<file path="src/hdl/gkg_pkg.sv">
// Shared constants, types and helpers for the Gaussian kernel generator.
package gkg_pkg;

	localparam int MAX_SIZE_DEF = 64;

	// 2*ln(10) in Q16
	localparam logic [31:0] LN10X2_Q16 = 32'd301804;
	localparam logic [30:0] Q30_ONE = 31'h4000_0000;
	// exponent limit 24.0 in Q16
	localparam logic [20:0] EXP_CAP_Q16 = 21'd1572864;

	localparam int DIVD_W = 64;
	localparam int DIVS_W = 32;
	localparam int NB_W = 5;

	// quotient bit counts for the two divisions
	localparam logic [NB_W-1:0] A16_BITS = 5'd21;
	localparam logic [NB_W-1:0] COEF_BITS = 5'd17;

	localparam logic [2:0] TAY_TERMS = 3'd5;
	localparam logic [2:0] SQ_LAST = 3'd7;

	typedef struct packed {
		logic busy;
		logic done;
	} div_stat_t;

	// floor(2^32 / j) for the Taylor term divisors
	function automatic logic [31:0] recip(input logic [2:0] j);
		logic [31:0] r;
		case (j)
			3'd2: r = 32'd2147483648;
			3'd3: r = 32'd1431655765;
			3'd4: r = 32'd1073741824;
			3'd5: r = 32'd858993459;
			default: r = 32'd0;
		endcase
		return r;
	endfunction

endpackage

</file>
<file path="src/hdl/gkg_div.sv">
// Restoring divider, one quotient bit per cycle.
module gkg_div (
	input  logic                            clk,
	input  logic                            arst_n,
	input  logic                            start,
	input  logic [gkg_pkg::DIVD_W-1:0]      dividend,
	input  logic [gkg_pkg::DIVS_W-1:0]      divisor,
	input  logic [gkg_pkg::NB_W-1:0]        nbits,
	output gkg_pkg::div_stat_t              stat,
	output logic [gkg_pkg::DIVS_W-1:0]      quotient
);

	logic [gkg_pkg::DIVS_W-1:0] rem_q;
	logic [gkg_pkg::DIVS_W-1:0] dvs_q;
	logic [gkg_pkg::DIVD_W-1:0] lo_q;
	logic [gkg_pkg::DIVS_W-1:0] quo_q;
	logic [gkg_pkg::NB_W-1:0]   cnt_q;
	logic                       busy_q;
	logic                       done_q;
	logic [gkg_pkg::DIVS_W:0]   trial;
	logic                       ge;

	assign trial = {rem_q, lo_q[gkg_pkg::DIVD_W-1]};
	assign ge = trial >= {1'b0, dvs_q};

	// caller guarantees dividend >> nbits is below the divisor
	always_ff @(posedge clk) begin
		if (start) begin
			rem_q <= gkg_pkg::DIVS_W'(dividend >> nbits);
			lo_q <= dividend << (gkg_pkg::DIVD_W - int'(nbits));
			dvs_q <= divisor;
			quo_q <= '0;
		end else if (busy_q) begin
			rem_q <= ge ? gkg_pkg::DIVS_W'(trial - {1'b0, dvs_q}) : trial[gkg_pkg::DIVS_W-1:0];
			lo_q <= lo_q << 1;
			quo_q <= {quo_q[gkg_pkg::DIVS_W-2:0], ge};
		end
	end

	always_ff @(posedge clk or negedge arst_n) begin
		if (!arst_n) begin
			busy_q <= 1'b0;
			done_q <= 1'b0;
			cnt_q <= '0;
		end else begin
			done_q <= 1'b0;
			if (start) begin
				busy_q <= 1'b1;
				cnt_q <= nbits;
			end else if (busy_q) begin
				cnt_q <= cnt_q - 1'b1;
				if (cnt_q == gkg_pkg::NB_W'(1)) begin
					busy_q <= 1'b0;
					done_q <= 1'b1;
				end
			end
		end
	end

	assign stat.busy = busy_q;
	assign stat.done = done_q;
	assign quotient = quo_q;

endmodule

</file>
<file path="src/hdl/gaussian_kernel_generator_core.sv">
// Setup takes the length from kernel_length when use_length is set, else searches for it from precision.
// Each sample then runs on one multiplier and one divider: the 21-bit division, five Taylor terms
// and eight squarings; past the exponent cap the sample is written as zero without the series.
// Each coefficient needs a 17-bit division (none when the mass is empty) and then waits out any coef_stall.
// One request at a time: req_stall is high from acceptance until the last coefficient is taken.
// Reset (arst_n low) returns the sequencer to idle; the sample memory is not cleared.
module gaussian_kernel_generator_core #(
	parameter int MAX_SIZE = gkg_pkg::MAX_SIZE_DEF
) (
	input  logic              clk,
	input  logic              arst_n,
	input  logic              req_valid,
	output logic              req_stall,
	input  logic [15:0]       std_dev,
	input  logic              use_length,
	input  logic [6:0]        kernel_length,
	input  logic [11:0]       precision,
	output logic              coef_valid,
	input  logic              coef_stall,
	output logic [16:0]       coefficient,
	output logic signed [6:0] position,
	output logic              last
);

	localparam int N_W = $clog2(MAX_SIZE + 1);
	localparam int I_W = (MAX_SIZE > 1) ? $clog2(MAX_SIZE) : 1;
	localparam int K_W = N_W + 2;
	localparam int KSQ_W = 2 * (K_W - 1);
	localparam int HMAX = (MAX_SIZE - 1) / 2;
	localparam int H_W = $clog2(HMAX + 2);
	localparam int SUM_W = 18 + $clog2(MAX_SIZE);

	localparam logic [4:0] ST_IDLE     = 5'd0;
	localparam logic [4:0] ST_LEN_S2   = 5'd1;
	localparam logic [4:0] ST_LEN_PL   = 5'd2;
	localparam logic [4:0] ST_LEN_PROD = 5'd3;
	localparam logic [4:0] ST_LEN_CEIL = 5'd4;
	localparam logic [4:0] ST_LEN_SRCH = 5'd5;
	localparam logic [4:0] ST_SMP_K    = 5'd6;
	localparam logic [4:0] ST_SMP_CHK  = 5'd7;
	localparam logic [4:0] ST_SMP_DIV  = 5'd8;
	localparam logic [4:0] ST_TAY_MUL  = 5'd9;
	localparam logic [4:0] ST_TAY_REC  = 5'd10;
	localparam logic [4:0] ST_TAY_FIX  = 5'd11;
	localparam logic [4:0] ST_SQ_MUL   = 5'd12;
	localparam logic [4:0] ST_SQ_ACC   = 5'd13;
	localparam logic [4:0] ST_SMP_WR   = 5'd14;
	localparam logic [4:0] ST_OUT_RD   = 5'd15;
	localparam logic [4:0] ST_OUT_DIV  = 5'd16;
	localparam logic [4:0] ST_OUT_WAIT = 5'd17;
	localparam logic [4:0] ST_OUT_HOLD = 5'd18;

	logic [4:0]       state_q;
	logic [15:0]      s_q;
	logic [11:0]      p_q;
	logic             uselen_q;
	logic [31:0]      s2_q;
	logic [23:0]      prodc_q;
	logic [H_W-1:0]   h_q;
	logic [23:0]      hsq_q;
	logic [N_W-1:0]   n_q;
	logic [I_W-1:0]   i_q;
	logic [SUM_W-1:0] sum_q;
	logic             zero_q;
	logic [26:0]      t_q;
	logic [30:0]      pe_q;
	logic [27:0]      x_q;
	logic [2:0]       j_q;
	logic [2:0]       sq_cnt_q;
	logic [17:0]      rd_q;
	logic [63:0]      mul_q;
	logic [17:0]      store_q [MAX_SIZE];

	logic             coef_valid_q;
	logic [16:0]      coef_q;
	logic [6:0]       pos_q;
	logic             last_q;

	logic [31:0]          mul_a;
	logic [31:0]          mul_b;
	logic [63:0]          prod_c;
	logic signed [K_W-1:0] k;
	logic [K_W-2:0]       abs_k;
	logic [KSQ_W-1:0]     ksq;
	logic [63:0]          a_dividend;
	logic                 a_big;
	logic [20:0]          a16;
	logic [27:0]          q_est;
	logic [27:0]          r_est;
	logic [27:0]          q_fix;
	logic [17:0]          wval;
	logic [N_W-1:0]       n_len;
	logic                 is_last;

	logic                 div_start;
	logic [63:0]          div_dividend;
	logic [31:0]          div_divisor;
	logic [4:0]           div_nbits;
	gkg_pkg::div_stat_t   div_stat;
	logic [31:0]          div_quo;

	gkg_div u_div (
		.clk      (clk),
		.arst_n   (arst_n),
		.start    (div_start),
		.dividend (div_dividend),
		.divisor  (div_divisor),
		.nbits    (div_nbits),
		.stat     (div_stat),
		.quotient (div_quo)
	);

	// centered offset in half samples: 2i - (n-1)
	assign k = K_W'($signed({1'b0, i_q, 1'b0})) - K_W'($signed({1'b0, n_q})) + K_W'(1);
	assign abs_k = k[K_W-1] ? (K_W-1)'(-k) : (K_W-1)'(k);
	assign ksq = mul_q[KSQ_W-1:0];
	assign a_dividend = (64'(ksq) << 29) + 64'(s2_q >> 1);
	assign a_big = a_dividend >= (64'(s2_q) << 21);
	assign a16 = div_quo[20:0];
	assign is_last = N_W'(i_q) == n_q - N_W'(1);

	assign q_est = (j_q == 3'd1) ? x_q : 28'(mul_q[63:32]);
	assign r_est = x_q - 28'(q_est * j_q);
	assign q_fix = q_est + 28'(r_est >= 28'(j_q));

	assign wval = zero_q ? 18'd0 : 18'((32'(pe_q) + 32'd4096) >> 13);

	always_comb begin
		if (kernel_length == 7'd0)
			n_len = N_W'(1);
		else if (int'(kernel_length) > MAX_SIZE)
			n_len = N_W'(MAX_SIZE);
		else
			n_len = N_W'(kernel_length);
	end

	always_comb begin
		mul_a = '0;
		mul_b = '0;
		case (state_q)
			ST_LEN_S2: begin
				mul_a = 32'(s_q);
				mul_b = 32'(s_q);
			end
			ST_LEN_PL: begin
				mul_a = 32'(p_q);
				mul_b = gkg_pkg::LN10X2_Q16;
			end
			ST_LEN_PROD: begin
				mul_a = s2_q;
				mul_b = 32'(mul_q[30:0]);
			end
			ST_SMP_K: begin
				mul_a = 32'(abs_k);
				mul_b = 32'(abs_k);
			end
			ST_TAY_MUL: begin
				mul_a = 32'(t_q);
				mul_b = 32'(pe_q);
			end
			ST_TAY_REC: begin
				mul_a = 32'(mul_q[57:30]);
				mul_b = gkg_pkg::recip(j_q);
			end
			ST_SQ_MUL: begin
				mul_a = 32'(pe_q);
				mul_b = 32'(pe_q);
			end
			default: begin
				mul_a = '0;
				mul_b = '0;
			end
		endcase
	end

	assign prod_c = mul_a * mul_b;

	always_comb begin
		div_start = 1'b0;
		div_dividend = a_dividend;
		div_divisor = s2_q;
		div_nbits = gkg_pkg::A16_BITS;
		if (state_q == ST_SMP_CHK) begin
			div_start = !a_big;
		end else if (state_q == ST_OUT_DIV) begin
			div_start = sum_q != '0;
			div_dividend = (64'(rd_q) << 16) + 64'(sum_q >> 1);
			div_divisor = 32'(sum_q);
			div_nbits = gkg_pkg::COEF_BITS;
		end
	end

	always_ff @(posedge clk) begin
		mul_q <= prod_c;
		if (state_q == ST_SMP_WR)
			store_q[i_q] <= wval;
		rd_q <= store_q[i_q];
	end

	always_ff @(posedge clk or negedge arst_n) begin
		if (!arst_n) begin
			state_q <= ST_IDLE;
			coef_valid_q <= 1'b0;
			uselen_q <= 1'b0;
			n_q <= '0;
			i_q <= '0;
			sum_q <= '0;
			h_q <= '0;
			hsq_q <= '0;
			j_q <= '0;
			sq_cnt_q <= '0;
			zero_q <= 1'b0;
		end else begin
			case (state_q)
				ST_IDLE: begin
					if (req_valid) begin
						s_q <= (std_dev == 16'd0) ? 16'd1 : std_dev;
						p_q <= precision;
						uselen_q <= use_length;
						n_q <= n_len;
						state_q <= ST_LEN_S2;
					end
				end
				ST_LEN_S2: state_q <= ST_LEN_PL;
				ST_LEN_PL: begin
					s2_q <= mul_q[31:0];
					i_q <= '0;
					sum_q <= '0;
					state_q <= uselen_q ? ST_SMP_K : ST_LEN_PROD;
				end
				ST_LEN_PROD: state_q <= ST_LEN_CEIL;
				ST_LEN_CEIL: begin
					prodc_q <= 24'(mul_q[63:40]) + 24'(mul_q[39:0] != '0);
					h_q <= '0;
					hsq_q <= '0;
					state_q <= ST_LEN_SRCH;
				end
				ST_LEN_SRCH: begin
					// smallest h (at most HMAX) with h^2 at or above the scaled target
					if (int'(h_q) < HMAX && hsq_q < prodc_q) begin
						h_q <= h_q + 1'b1;
						hsq_q <= hsq_q + 24'({h_q, 1'b1});
					end else begin
						n_q <= N_W'({h_q, 1'b1});
						state_q <= ST_SMP_K;
					end
				end
				ST_SMP_K: state_q <= ST_SMP_CHK;
				ST_SMP_CHK: begin
					if (a_big) begin
						zero_q <= 1'b1;
						state_q <= ST_SMP_WR;
					end else begin
						state_q <= ST_SMP_DIV;
					end
				end
				ST_SMP_DIV: begin
					if (div_stat.done) begin
						if (a16 > gkg_pkg::EXP_CAP_Q16) begin
							zero_q <= 1'b1;
							state_q <= ST_SMP_WR;
						end else begin
							zero_q <= 1'b0;
							t_q <= {a16, 6'd0};
							pe_q <= gkg_pkg::Q30_ONE;
							j_q <= gkg_pkg::TAY_TERMS;
							state_q <= ST_TAY_MUL;
						end
					end
				end
				ST_TAY_MUL: state_q <= ST_TAY_REC;
				ST_TAY_REC: begin
					x_q <= mul_q[57:30];
					state_q <= ST_TAY_FIX;
				end
				ST_TAY_FIX: begin
					pe_q <= gkg_pkg::Q30_ONE - 31'(q_fix);
					if (j_q == 3'd1) begin
						sq_cnt_q <= '0;
						state_q <= ST_SQ_MUL;
					end else begin
						j_q <= j_q - 3'd1;
						state_q <= ST_TAY_MUL;
					end
				end
				ST_SQ_MUL: state_q <= ST_SQ_ACC;
				ST_SQ_ACC: begin
					pe_q <= 31'((mul_q + 64'h2000_0000) >> 30);
					if (sq_cnt_q == gkg_pkg::SQ_LAST) begin
						state_q <= ST_SMP_WR;
					end else begin
						sq_cnt_q <= sq_cnt_q + 3'd1;
						state_q <= ST_SQ_MUL;
					end
				end
				ST_SMP_WR: begin
					sum_q <= sum_q + SUM_W'(wval);
					if (is_last) begin
						i_q <= '0;
						state_q <= ST_OUT_RD;
					end else begin
						i_q <= i_q + 1'b1;
						state_q <= ST_SMP_K;
					end
				end
				ST_OUT_RD: state_q <= ST_OUT_DIV;
				ST_OUT_DIV: begin
					pos_q <= 7'(k);
					last_q <= is_last;
					if (sum_q == '0) begin
						// no mass: split evenly between the two central taps
						coef_q <= (abs_k == (K_W-1)'(1)) ? 17'd32768 : 17'd0;
						coef_valid_q <= 1'b1;
						state_q <= ST_OUT_HOLD;
					end else begin
						state_q <= ST_OUT_WAIT;
					end
				end
				ST_OUT_WAIT: begin
					if (div_stat.done) begin
						coef_q <= div_quo[16:0];
						coef_valid_q <= 1'b1;
						state_q <= ST_OUT_HOLD;
					end
				end
				ST_OUT_HOLD: begin
					if (!coef_stall) begin
						coef_valid_q <= 1'b0;
						if (last_q) begin
							i_q <= '0;
							state_q <= ST_IDLE;
						end else begin
							i_q <= i_q + 1'b1;
							state_q <= ST_OUT_RD;
						end
					end
				end
				default: state_q <= ST_IDLE;
			endcase
		end
	end

	assign req_stall = state_q != ST_IDLE;
	assign coef_valid = coef_valid_q;
	assign coefficient = coef_q;
	assign position = pos_q;
	assign last = last_q;

endmodule
</file>
<file path="config.mk">
export PLATFORM = sky130hd
export DESIGN_NAME = gaussian_kernel_generator_core
export DESIGN_NICKNAME = d
export VERILOG_FILES = /design/src/hdl/gkg_pkg.sv /design/src/hdl/gkg_div.sv /design/src/hdl/gaussian_kernel_generator_core.sv
export SDC_FILE = /design/constraint.sdc
export NUM_CORES = 2
export LEC_CHECK = 0
export ABC_CLOCK_PERIOD_IN_PS = 31400
export BUFFER_PORTS_ARGS = -buffer_cell sky130_fd_sc_hd__buf_2
export CORE_AREA = 2 2 507 560
export DETAILED_ROUTE_END_ITERATION = 8
export DIE_AREA = 0 0 509 562
export MAX_ROUTING_LAYER = met4
export PLACE_DENSITY = 0.51
export SYNTH_ARGS = -nofsm -noshare
export SYNTH_HDL_FRONTEND = slang
export SYNTH_HIERARCHICAL = 1
export SYNTH_SLANG_ARGS = --single-unit
</file>
<file path="constraint.sdc">
create_clock -name clk -period 31.4 [get_ports clk]
set_input_delay 6.28 -clock clk [delete_from_list [all_inputs] [get_ports clk]]
set_output_delay 6.28 -clock clk [all_outputs]
set_load 0.01 [all_outputs]
</file>
==> summary.txt <==
Die
  • Die area: 286,000 um^2
  • Initial core utilization: 39.7%
  • Die Ht: 562 um
  • Std-Cell Rows: 204
  • # IOs: 67
  • Core area: 280,000 um^2
  • Die width: 509 um

Global routing
  • Largest net degree at the start of global routing: 101
  • Vias in the first global route: 82,208
  • GRT Residual Overflow: 0
  • Initial antenna violation count: 22
  • Global Route Usage Sum: 28.6%
  • Global-route wire length before repair: 580 mm

Critical path
  • Worst-path maximum fanout: 16
  • RR Endpoint: mul_q[62]
  • Setup crit end: mul_q[62]
  • Cell mode on critical path: fa_1
  • CP endpoint kind: flip-flop
  • Max incr delay on CP: 980 ps
  • Critical Path RT: 32,100 ps
  • R2R depth: 33
  • Worst setup SP type: flip-flop
  • R2r startpoint: n_q[0]
  • Critical path launch point: n_q[0]
  • Critical-path top delay cell: nand3_1
  • Worst reg2reg setup slack: 18,610 ps
  • WP data arrival: 13,490 ps
  • Setup CP Type: flip-flop to flip-flop

Clock tree
  • Root Driver: clkbuf_16
  • Clock Sinks: 1,660
  • TritonCTS buffer count: 188
  • Htree depth: 4
  • Clk slew on worst S/H paths: 70 ps
  • Setup Buffers After CTS: 0
  • Cts hold-fix bufs: 0
  • Cts repair resizes: 0
  • CTS tree: done
  • Clk Latency, worst-skew pair: 910 ps
  • Maximum root-to-sink buffer count: 4

Final layout
  • Synth-to-layout area growth: 10.4%
  • Layout cells sized above 1: 9.48%
  • Fin nets: 11,404

Power
  • Leak Pwr: 47.6 nW
  • VDD IR max: 61.6 uV
  • Pwr Total: 10.9 mW
  • Power per cell area: 88.6 nW/um^2

Drt
  • Via count: 80,692
  • 1st-iter DRT viols: 8,213
  • Final wirelength: 400 mm
  • Vias per inst: 5.83
  • Post-route ant nets: 0
  • Routed length per placed instance: 28.9 um
  • DR pass1 iterations: 8
  • Drt drc: 0

Place
  • Port Buffer Count: 66
  • Post-DP HPWL: 277 mm
  • Final Wtd Congestion: 0.972

Timing
  • Final Setup Violations: 0
  • Final hold violations: 0
  • TNS Setup: 0 ps
  • RSZ-0062 raised after global routing: false
  • Final Skew: 132 ps
  • Slew Viols, Final: 0
  • Max frequency: 78.2 MHz
  • Worst Tran Pin Value: 1290 ps
  • Fin crit period: 12,790 ps
  • Slew Limit Headroom: 13.7%
  • Final worst-path cycle share: 40.7%

Yosys
  • Yosys warnings: 6
  • Gate Count Post-Synth: 9,967
  • Mapped Area: 111,000 um^2
  • Syn Area/Cell: 11.2 um^2

Worst hold path
  • HP Start: u_div/quotient[20]
  • Worst hold path type: flip-flop to flip-flop

Job
  • Max-cap violation count: 0

Outcome
  • Status: completed
-- registers in the layout, summed over array words and instances (netlist names), 7 cells and up --
register / cells
store_q: 1152
mul_q: 64
u_div/lo_q: 64
s2_q: 32
u_div/dvs_q: 32
u_div/rem_q: 32
pe_q: 31
x_q: 28
hsq_q: 24
prodc_q: 24
sum_q: 24
t_q: 21
u_div/quotient: 21
rd_q: 18
coefficient: 17
s_q: 16
p_q: 12
n_q: 7
position: 7
-- cell type report --
cell class	count	area, um^2
Clock inverter	102	847
Clock buffer	232	5030
Multi-Input combinational cell	6633	57000
Inverter	1119	4200
Timing Repair Buffer	374	2710
Sequential cell	1660	48400
Antenna cell	9	22.5
Tap cell	3708	4640
Fill cell	26183	157000
-- how the worst min path moves through the flow --
stage	slack [ps]	depth (start not counted)	endpoint
after detailed placement	450	0	t_q[26]
after floorplan	410	0	s2_q[10]
after global routing	480	0	t_q[26]
after global placement	460	0	t_q[26]
after CTS	470	0	t_q[26]
final	460	0	t_q[26]
-- metal layers --
layer / GRT usage (%) / vias to the layer above / routed length (um)
li1: - / 34953 / -
met2: 45.3 / 3387 / 189000
met4: 12.9 / 0 / 21600
met1: 36.2 / 41570 / 160000
met5: - / - / 0
met3: 4.30 / 782 / 29200
-- where the power goes --
| group | leakage [nW] | total [mW] | internal (mW) | switching, mW |
|---|---|---|---|---|
| Sequential | 15.5 | 2.99 | 2.79 | 0.201 |
| Combinational | 29.2 | 5.75 | 1.86 | 3.89 |
| Clock | 2.86 | 2.15 | 1.23 | 0.923 |
| Total | 47.6 | 10.9 | 5.87 | 5.02 |
-- worst max-delay path: cells and delay by family, from the launching register on --
kind | cells | cell delay, ps
fa+ha+maj | 10 | 4810
compound gates | 5 | 2190
buf+inv | 6 | 710
flops | 1 | 520
xor+xnor | 3 | 990
simple gates | 9 | 3430
-- stage by stage --
stage / hold WS, ps / instance area (um^2) / instances / utilization [%] / worst slack (ps)
after floorplan: 406 / 111000 / 10014 / - / 21210
after global placement: 457 / 117000 / 13494 / 41.8 / 18920
after detailed placement: 446 / 117000 / 13494 / 41.8 / 18890
after CTS: 466 / 123000 / 13828 / 43.9 / 18780
after global routing: 478 / 123000 / 13832 / 43.9 / 18270
final: 462 / 123000 / 13837 / 43.9 / 18610
-- layout by cell type (no fill, tap or decap), drive strengths merged, types with 34 or more instances in the layout --
cell type     n
a21o         87
nor4         78
and3         86
buf         374
mux2i       155
mux4         69
nand2      1321
o211ai       48
nand4        78
inv        1125
o21ai       270
nand2b       37
nand3       147
o22ai        34
nor2        671
ha          435
a22oi       349
mux2         38
xor2        123
a22o        152
a31oi       161
and2         77
a211oi       49
dfxtp       103
xnor2       173
a221oi      162
conb         50
clkinv       71
dfrtp        88
a21oi       276
edfxtp     1469
nor2b        79
fa          953
nor3         69
clkbuf      232
No activity file was read; power rests on OpenSTA's default activity.
